## src/rtl/md5_pkg.sv

```systemverilog
// ----------------------------------------------------------------------------
// md5_pkg
// Types, constants and round helper functions for the MD5 hash engine.
// ----------------------------------------------------------------------------
`default_nettype none

package md5_pkg;

    typedef logic [31:0] word_t;
    typedef logic [7:0]  byte_t;
    typedef logic [5:0]  round_t;
    typedef logic [63:0] count_t;

    typedef enum logic [1:0] {
        ST_IDLE,
        ST_ROUND,
        ST_ADD,
        ST_OUT
    } md5_state_t;

    localparam logic KIND_BYTE   = 1'b0;
    localparam logic KIND_FINISH = 1'b1;

    localparam word_t INIT_A   = 32'h67452301;
    localparam word_t INIT_B   = 32'hefcdab89;
    localparam word_t INIT_C   = 32'h98badcfe;
    localparam word_t INIT_D   = 32'h10325476;
    localparam byte_t PAD_MARK = 8'h80;

    // length field occupies the last two words of the final block
    localparam logic [5:0] LEN_POS = 6'd56;

    localparam word_t ROUND_K [64] = '{
        32'hd76aa478, 32'he8c7b756, 32'h242070db, 32'hc1bdceee,
        32'hf57c0faf, 32'h4787c62a, 32'ha8304613, 32'hfd469501,
        32'h698098d8, 32'h8b44f7af, 32'hffff5bb1, 32'h895cd7be,
        32'h6b901122, 32'hfd987193, 32'ha679438e, 32'h49b40821,
        32'hf61e2562, 32'hc040b340, 32'h265e5a51, 32'he9b6c7aa,
        32'hd62f105d, 32'h02441453, 32'hd8a1e681, 32'he7d3fbc8,
        32'h21e1cde6, 32'hc33707d6, 32'hf4d50d87, 32'h455a14ed,
        32'ha9e3e905, 32'hfcefa3f8, 32'h676f02d9, 32'h8d2a4c8a,
        32'hfffa3942, 32'h8771f681, 32'h6d9d6122, 32'hfde5380c,
        32'ha4beea44, 32'h4bdecfa9, 32'hf6bb4b60, 32'hbebfbc70,
        32'h289b7ec6, 32'heaa127fa, 32'hd4ef3085, 32'h04881d05,
        32'hd9d4d039, 32'he6db99e5, 32'h1fa27cf8, 32'hc4ac5665,
        32'hf4292244, 32'h432aff97, 32'hab9423a7, 32'hfc93a039,
        32'h655b59c3, 32'h8f0ccc92, 32'hffeff47d, 32'h85845dd1,
        32'h6fa87e4f, 32'hfe2ce6e0, 32'ha3014314, 32'h4e0811a1,
        32'hf7537e82, 32'hbd3af235, 32'h2ad7d2bb, 32'heb86d391
    };

    localparam logic [4:0] ROUND_S [16] = '{
        5'd7, 5'd12, 5'd17, 5'd22, 5'd5, 5'd9,  5'd14, 5'd20,
        5'd4, 5'd11, 5'd16, 5'd23, 5'd6, 5'd10, 5'd15, 5'd21
    };

    function automatic logic [4:0] round_shift(input round_t r);
        return ROUND_S[{r[5:4], r[1:0]}];
    endfunction

    // message word index per round, all arithmetic mod 16
    function automatic logic [3:0] msg_index(input round_t r);
        logic [3:0] t;
        t = r[3:0];
        unique case (r[5:4])
            2'd0: return t;
            2'd1: return 4'(t * 4'd5 + 4'd1);
            2'd2: return 4'(t * 4'd3 + 4'd5);
            2'd3: return 4'(t * 4'd7);
            default: return t;
        endcase
    endfunction

    function automatic word_t round_f(input round_t r, input word_t b, input word_t c,
                                      input word_t d);
        unique case (r[5:4])
            2'd0: return d ^ (b & (c ^ d));
            2'd1: return c ^ (d & (b ^ c));
            2'd2: return b ^ c ^ d;
            2'd3: return c ^ (b | ~d);
            default: return b ^ c ^ d;
        endcase
    endfunction

    function automatic word_t rotl32(input word_t v, input logic [4:0] s);
        logic [63:0] dbl;
        dbl = {v, v} << s;
        return dbl[63:32];
    endfunction

    function automatic word_t bswap32(input word_t v);
        return {v[7:0], v[15:8], v[23:16], v[31:24]};
    endfunction

endpackage

`default_nettype wire

```

## src/rtl/md5_stream_if.sv

```systemverilog
// ----------------------------------------------------------------------------
// md5_stream_if
// Valid/ready channels of the MD5 engine: message input and digest output.
// ----------------------------------------------------------------------------
`default_nettype none

interface md5_in_if;
    import md5_pkg::*;

    logic  valid;
    logic  ready;
    logic  kind;
    byte_t data_byte;

    modport source (output valid, kind, data_byte, input ready);
    modport sink   (input valid, kind, data_byte, output ready);
endinterface

interface md5_out_if;
    import md5_pkg::*;

    logic       valid;
    logic       ready;
    word_t      digest_word;
    logic [1:0] word_index;
    logic       last_word;

    modport source (output valid, digest_word, word_index, last_word, input ready);
    modport sink   (input valid, digest_word, word_index, last_word, output ready);
endinterface

`default_nettype wire

```

## src/rtl/md5_hash_engine.sv

```systemverilog
// ----------------------------------------------------------------------------
// md5_hash_engine
// MD5 engine: byte-serial message intake, one compression round per cycle.
// ----------------------------------------------------------------------------
// Usage:
//   in_ch carries one message byte (kind = byte) or a finish request per
//   transaction. Bytes pack little-endian into a 64-byte block register.
//   The 64th byte of a block starts the compression: the rounds on the
//   single round datapath and then the chaining add, during which in_ch.ready
//   is low. A finish pads the block and compresses it, or compresses two
//   blocks when 8 or fewer bytes of the block remain.
//   The digest then leaves on out_ch as four word transactions, index 0
//   first, last_word set on index 3; each word is held in registers while
//   the receiver stalls. After the last word the chaining words, bit
//   count and fill position return to their initial values and in_ch
//   reopens.
//   Reset (rst_n low, asynchronous) loads the initial chaining words and
//   clears the bit count, fill position and sequencer; the block register
//   holds no reset value.
// ----------------------------------------------------------------------------
`default_nettype none

module md5_hash_engine (
    input  wire logic clk,
    input  wire logic rst_n,
    md5_in_if.sink    in_ch,
    md5_out_if.source out_ch
);
    import md5_pkg::*;

    md5_state_t state_reg, state_next;

    word_t      chain_reg [4];
    word_t      a_reg, b_reg, c_reg, d_reg;
    word_t      block_reg [16];
    count_t     count_reg;
    logic [5:0] pos_reg;
    round_t     round_reg;
    logic       fin_reg;
    logic       extra_reg;
    logic [1:0] idx_reg;

    logic  in_fire;
    logic  out_fire;
    word_t f_val;
    word_t sum_val;
    word_t b_new;
    word_t sum_a, sum_b, sum_c, sum_d;

    assign in_fire  = in_ch.valid & in_ch.ready;
    assign out_fire = out_ch.valid & out_ch.ready;

    // round datapath
    assign f_val   = round_f(round_reg, b_reg, c_reg, d_reg);
    assign sum_val = a_reg + f_val + ROUND_K[round_reg] + block_reg[msg_index(round_reg)];
    assign b_new   = b_reg + rotl32(sum_val, round_shift(round_reg));

    assign sum_a = chain_reg[0] + a_reg;
    assign sum_b = chain_reg[1] + b_reg;
    assign sum_c = chain_reg[2] + c_reg;
    assign sum_d = chain_reg[3] + d_reg;

    always_comb
    begin
        state_next         = state_reg;
        in_ch.ready        = 1'b0;
        out_ch.valid       = 1'b0;
        out_ch.digest_word = bswap32(chain_reg[idx_reg]);
        out_ch.word_index  = idx_reg;
        out_ch.last_word   = (idx_reg == 2'd3);
        unique case (state_reg)
            ST_IDLE:
            begin
                in_ch.ready = 1'b1;
                if (in_fire)
                begin
                    if (in_ch.kind == KIND_FINISH || pos_reg == 6'd63)
                    begin
                        state_next = ST_ROUND;
                    end
                end
            end
            ST_ROUND:
            begin
                if (round_reg == 6'd63)
                begin
                    state_next = ST_ADD;
                end
            end
            ST_ADD:
            begin
                priority if (fin_reg && extra_reg)
                begin
                    state_next = ST_ROUND;
                end
                else if (fin_reg)
                begin
                    state_next = ST_OUT;
                end
                else
                begin
                    state_next = ST_IDLE;
                end
            end
            ST_OUT:
            begin
                out_ch.valid = 1'b1;
                if (out_fire && idx_reg == 2'd3)
                begin
                    state_next = ST_IDLE;
                end
            end
            default:
            begin
                state_next = ST_IDLE;
            end
        endcase
    end

    always_ff @(posedge clk or negedge rst_n)
    begin
        if (!rst_n)
        begin
            state_reg <= ST_IDLE;
        end
        else
        begin
            state_reg <= state_next;
        end
    end

    // control and chaining state
    always_ff @(posedge clk or negedge rst_n)
    begin
        if (!rst_n)
        begin
            chain_reg[0] <= INIT_A;
            chain_reg[1] <= INIT_B;
            chain_reg[2] <= INIT_C;
            chain_reg[3] <= INIT_D;
            a_reg        <= INIT_A;
            b_reg        <= INIT_B;
            c_reg        <= INIT_C;
            d_reg        <= INIT_D;
            count_reg    <= '0;
            pos_reg      <= '0;
            round_reg    <= '0;
            fin_reg      <= 1'b0;
            extra_reg    <= 1'b0;
            idx_reg      <= '0;
        end
        else
        begin
            unique case (state_reg)
                ST_IDLE:
                begin
                    if (in_fire)
                    begin
                        if (in_ch.kind == KIND_BYTE)
                        begin
                            count_reg <= count_reg + 64'd8;
                            pos_reg   <= pos_reg + 6'd1;
                        end
                        else
                        begin
                            fin_reg   <= 1'b1;
                            extra_reg <= (pos_reg >= LEN_POS);
                        end
                        round_reg <= '0;
                    end
                end
                ST_ROUND:
                begin
                    a_reg     <= d_reg;
                    b_reg     <= b_new;
                    c_reg     <= b_reg;
                    d_reg     <= c_reg;
                    round_reg <= round_reg + 6'd1;
                end
                ST_ADD:
                begin
                    // working words track the chaining words between blocks
                    chain_reg[0] <= sum_a;
                    chain_reg[1] <= sum_b;
                    chain_reg[2] <= sum_c;
                    chain_reg[3] <= sum_d;
                    a_reg        <= sum_a;
                    b_reg        <= sum_b;
                    c_reg        <= sum_c;
                    d_reg        <= sum_d;
                    extra_reg    <= 1'b0;
                    round_reg    <= '0;
                    idx_reg      <= '0;
                end
                ST_OUT:
                begin
                    if (out_fire)
                    begin
                        idx_reg <= idx_reg + 2'd1;
                        if (idx_reg == 2'd3)
                        begin
                            chain_reg[0] <= INIT_A;
                            chain_reg[1] <= INIT_B;
                            chain_reg[2] <= INIT_C;
                            chain_reg[3] <= INIT_D;
                            a_reg        <= INIT_A;
                            b_reg        <= INIT_B;
                            c_reg        <= INIT_C;
                            d_reg        <= INIT_D;
                            count_reg    <= '0;
                            pos_reg      <= '0;
                            fin_reg      <= 1'b0;
                        end
                    end
                end
                default:
                begin
                    fin_reg <= 1'b0;
                end
            endcase
        end
    end

    // message block: byte writes, padding and length words
    always_ff @(posedge clk)
    begin
        if (state_reg == ST_IDLE && in_fire)
        begin
            if (in_ch.kind == KIND_BYTE)
            begin
                block_reg[pos_reg[5:2]][{pos_reg[1:0], 3'b000} +: 8] <= in_ch.data_byte;
            end
            else
            begin
                for (int w = 0; w < 16; w++)
                begin
                    for (int l = 0; l < 4; l++)
                    begin
                        if (6'(w * 4 + l) == pos_reg)
                        begin
                            block_reg[w][l*8 +: 8] <= PAD_MARK;
                        end
                        else if (6'(w * 4 + l) > pos_reg)
                        begin
                            block_reg[w][l*8 +: 8] <= '0;
                        end
                    end
                end
                if (pos_reg < LEN_POS)
                begin
                    block_reg[14] <= count_reg[31:0];
                    block_reg[15] <= count_reg[63:32];
                end
            end
        end
        else if (state_reg == ST_ADD && fin_reg && extra_reg)
        begin
            for (int w = 0; w < 14; w++)
            begin
                block_reg[w] <= '0;
            end
            block_reg[14] <= count_reg[31:0];
            block_reg[15] <= count_reg[63:32];
        end
    end

    // ------------------------------------------------------------------
    // assertions
    // ------------------------------------------------------------------
    a_no_overlap: assert property (@(posedge clk) disable iff (!rst_n)
        !(in_ch.ready && out_ch.valid))
        else $error("input open while digest pending");

    a_round_end: assert property (@(posedge clk) disable iff (!rst_n)
        (state_reg == ST_ROUND && round_reg == 6'd63) |=> (state_reg == ST_ADD))
        else $error("round sequence did not end in chaining add");

    a_finish_start: assert property (@(posedge clk) disable iff (!rst_n)
        (in_fire && in_ch.kind == KIND_FINISH) |=>
            (fin_reg && state_reg == ST_ROUND && round_reg == 6'd0))
        else $error("finish did not start compression");

    a_byte_wrap: assert property (@(posedge clk) disable iff (!rst_n)
        (in_fire && in_ch.kind == KIND_BYTE && pos_reg == 6'd63) |=>
            (state_reg == ST_ROUND && pos_reg == 6'd0))
        else $error("full block did not start compression");

    a_digest_done: assert property (@(posedge clk) disable iff (!rst_n)
        (out_fire && out_ch.last_word) |=>
            (state_reg == ST_IDLE && count_reg == '0 && pos_reg == '0 && !fin_reg))
        else $error("engine not returned to initial state after digest");

endmodule

`default_nettype wire
```

## src/flat_wrapper.sv

```systemverilog
// flat-port wrapper written by rule: the top's interface ports become plain ports
module md5_hash_engine_flat import md5_pkg::*;
  (clk, rst_n, in_ch_valid, in_ch_kind, in_ch_data_byte, in_ch_ready, out_ch_valid, out_ch_digest_word, out_ch_word_index, out_ch_last_word, out_ch_ready);
  md5_in_if in_ch_i ();
  md5_out_if out_ch_i ();
  input  wire logic clk;
  input  wire logic rst_n;
  input wire logic [$bits(in_ch_i.valid)-1:0] in_ch_valid;
  input wire logic [$bits(in_ch_i.kind)-1:0] in_ch_kind;
  input wire logic [$bits(in_ch_i.data_byte)-1:0] in_ch_data_byte;
  output wire logic [$bits(in_ch_i.ready)-1:0] in_ch_ready;
  output wire logic [$bits(out_ch_i.valid)-1:0] out_ch_valid;
  output wire logic [$bits(out_ch_i.digest_word)-1:0] out_ch_digest_word;
  output wire logic [$bits(out_ch_i.word_index)-1:0] out_ch_word_index;
  output wire logic [$bits(out_ch_i.last_word)-1:0] out_ch_last_word;
  input wire logic [$bits(out_ch_i.ready)-1:0] out_ch_ready;
  assign in_ch_i.valid = in_ch_valid;
  assign in_ch_i.kind = in_ch_kind;
  assign in_ch_i.data_byte = in_ch_data_byte;
  assign in_ch_ready = in_ch_i.ready;
  assign out_ch_valid = out_ch_i.valid;
  assign out_ch_digest_word = out_ch_i.digest_word;
  assign out_ch_word_index = out_ch_i.word_index;
  assign out_ch_last_word = out_ch_i.last_word;
  assign out_ch_i.ready = out_ch_ready;
  md5_hash_engine u_core (.clk(clk), .rst_n(rst_n), .in_ch(in_ch_i), .out_ch(out_ch_i));
endmodule
```

## config.mk

```make
export PLATFORM = sky130hd
export DESIGN_NAME = md5_hash_engine_flat
export DESIGN_NICKNAME = d
export VERILOG_FILES = /design/src/rtl/md5_pkg.sv /design/src/rtl/md5_stream_if.sv /design/src/rtl/md5_hash_engine.sv /design/src/flat_wrapper.sv
export SDC_FILE = /design/constraint.sdc
export NUM_CORES = 2
export LEC_CHECK = 0
export BUFFER_PORTS_ARGS = -buffer_cell sky130_fd_sc_hd__buf_4
export CAP_MARGIN = 20
export CORE_UTILIZATION = 40
export DETAILED_ROUTE_END_ITERATION = 8
export SLEW_MARGIN = 20
export SYNTH_ARGS = -nofsm -noshare
export SYNTH_HDL_FRONTEND = slang
export SYNTH_SLANG_ARGS = --single-unit
```

## constraint.sdc

```tcl
create_clock -name clk -period 20.5 [get_ports clk]
set_clock_uncertainty 0.2 [all_clocks]
set_input_delay 2.05 -clock clk [delete_from_list [all_inputs] [get_ports clk]]
set_output_delay 2.05 -clock clk [all_outputs]
set_load 0.05 [all_outputs]
```

==> reports/metrics.cfg <==
[grt]
grt_pass1_vias = 48100
grt_max_degree = 144
grt_overflow = 0
antenna_found_initial = 5
track_usage_pct = 29.2
grt_pass1_wl_um = 316000

[floorplan]
die_w_um = 378
die_h_um = 378
start_util_pct = 40.4
core-area_um2 = 140000
die_area_um2 = 143000
num_rows = 137
io_pins = 50

[critical_path]
required_ns = 20.93
max_stage_delay_ns = 0.72
rr_endpoint = u_core.b_reg[31]
critPathSlowestCell = fa_1
path_common_cell = a21oi_1
crit_path_end_kind = flop
setup.worst_path.class = flop to flop
worstPathArrival_ns = 14.31
timing.rr.start = u_core.round_reg[1]
crit_start = u_core.round_reg[1]
worstSetupStartpointType = flop
r2r_cells = 43
crit_fanout = 30
rrSetupSlack_ns = 6.62

[cells_and_area]
multi_input_area_um2 = 34300
n_fill_cell = 13700
largest_register_ffs = 512
design_area_um2 = 61800
final_nets = 6795
regArea_um2 = 20000
syn2layout_area_growth_pct = 9.48
drive_gt1_share_pct = 11.0

[placed_design]
portBuffers = 49
hpwl_um = 154000
gp_congestion = 1.01
placed_area_um2 = 58200

[detailed_routing]
antenna_left = 0
dr.pass1.iters = 6
via_count = 51700
drc_errors = 0
drt-total-wl_um = 212000
routedWlPerCell_um = 25.1
drt_iter0_drc = 5449
via_per_inst = 6.11

[clock_tree]
cts-buffers-inserted = 100
cts_resized = 0
cts-root-buf = clkbuf_16
postCtsSetupBuffers = 0
clock_sinks = 847
clk_latency_ns = 0.77
cts_tree = built
cts_max_path_buffers = 3
clk_pin_slew_worst_paths_ns = 0.06
hold_buffers = 0
cts_max_level = 3

[timing]
period_needed_ns = 13.88
maxSlewViolCount = 0
worstMarginPinSlew_ns = 1.27
post-route-period-util_pct = 67.7
finalSetupTns_ns = 0
rsz0062_at_grt = no
finalHoldViolations = 0
final-setup-viol-count = 0
slew_headroom_pct = 14.4
fmax_mhz = 72.1

[logic_synthesis]
yosys_warnings = 0
synth_edf_count = 115
synth.cell_area_um2 = 56500
synth-main-ff-cell = dfxtp_1
netlist_top_cells_area = dfxtp_1, dfrtp_1, nor2_1
synthMostInstantiatedCell = nor2_1
synthTopCellsByCount = nor2_1, a21oi_1, nand2_1
syn_inst = 6708
ys_seq_area_share_pct = 35.3
ys_ff_latch = 847
synth_top_area_cell = dfxtp_1
synth_top_area_share_pct = 14.1
syn_area_per_cell_um2 = 8.42
ys_types = 103
syn-num-nets = 7012
synthArstFlopShare_pct = 39.6

[job]
maxCapViolations = 0

[hold_path]
hold_depth = 2
hold_path.class = flop to flop
hp-start = u_core.block_reg[12][22]
hold_end = u_core.block_reg[12][22]

[status]
status = finished clean

## area by class of cell
cell class,count,share of cell area (%)
Multi-Input combinational cell,5235,55.5
Sequential cell,847,32.3
Clock buffer,143,4.72
Tap cell,1876,3.80
Timing Repair Buffer,127,1.63
Inverter,180,1.10
Clock inverter,42,0.982
Antenna cell,1,0.00405
## placed cells by master (no fill, tap or decap), types with 26 or more instances in the layout
master and count:
a22o_1 40, maj3_1 30, mux4_2 169, a21o_1 101, xor2_1 111, o211ai_1 48, xnor2_1 140, nor2_1 1363
a31oi_1 104, and2_1 33, dfrtp_1 199, o221ai_1 41, and3_1 43, dfstp_2 128, nand2b_1 63, nand2_1 564
mux2_2 51, o21a_1 58, a221oi_1 32, inv_1 174, fa_1 69, o31ai_1 61, buf_4 122, nor2b_1 26
or3_1 32, edfxtp_1 115, nor3_1 58, a32o_1 28, nand3_1 146, a21oi_1 809, o22ai_1 39, a211oi_1 31
dfxtp_1 397, o21ai_0 305, ha_1 222, mux2i_1 107, clkbuf_16 104
## routing by layer
layer / global-route usage (%) / up-vias / routed length [µm]
met1: 39.1 / 25400 / 89000
met5: 0 / - / 52
met2: 46.6 / 2351 / 96800
li1: - / 23500 / -
met4: 11.6 / 8 / 8750
met3: 5.29 / 416 / 17700
## logic make-up after synthesis
group / after synthesis / synth area share (%)
simple gates: 2419 / 17.9
compound gates: 1913 / 21.0
flops: 847 / 35.3
buf+inv: 626 / 4.22
mux: 328 / 9.70
fa+ha+maj: 321 / 7.90
xor+xnor: 254 / 3.94
## worst max path at each step
stage	slack, ns	cells past startpoint	endpoint
3_5_place_dp	6.84	43	u_core.b_reg[31]
4_1_cts	6.75	43	u_core.b_reg[31]
5_1_grt	5.83	43	u_core.b_reg[31]
3_3_place_gp	6.85	43	u_core.b_reg[31]
2_1_floorplan	8.98	48	u_core.b_reg[31]
6_report	6.62	43	u_core.b_reg[31]
## worst max-delay path: cells and delay by family, from the launching register on
family	cells	cell delay, ns
muxes	5	1.90
adders and majority gates	6	2.93
buffers and inverters	6	2.09
xor gates and xnor gates	2	0.40
AOI/OAI and AO/OA	17	4.96
and+or+nand+nor	7	0.88
DFF	1	0.32
## stage by stage
step | setup WS (ns) | cells | hold slack, ns | utilization (%)
after global placement | 6.85 | 8264 | 0.241 | 41.7
after floorplan | 8.98 | 6708 | 0.232 | -
final | 6.62 | 8451 | 0.257 | 44.2
after detailed placement | 6.84 | 8264 | 0.248 | 41.7
after global routing | 5.83 | 8450 | 0.285 | 44.2
after CTS | 6.75 | 8449 | 0.256 | 44.2
Power is left out: the tool's default activity adds up to more than one toggle a clock period on the data nets, which glitch-free logic cannot reach.
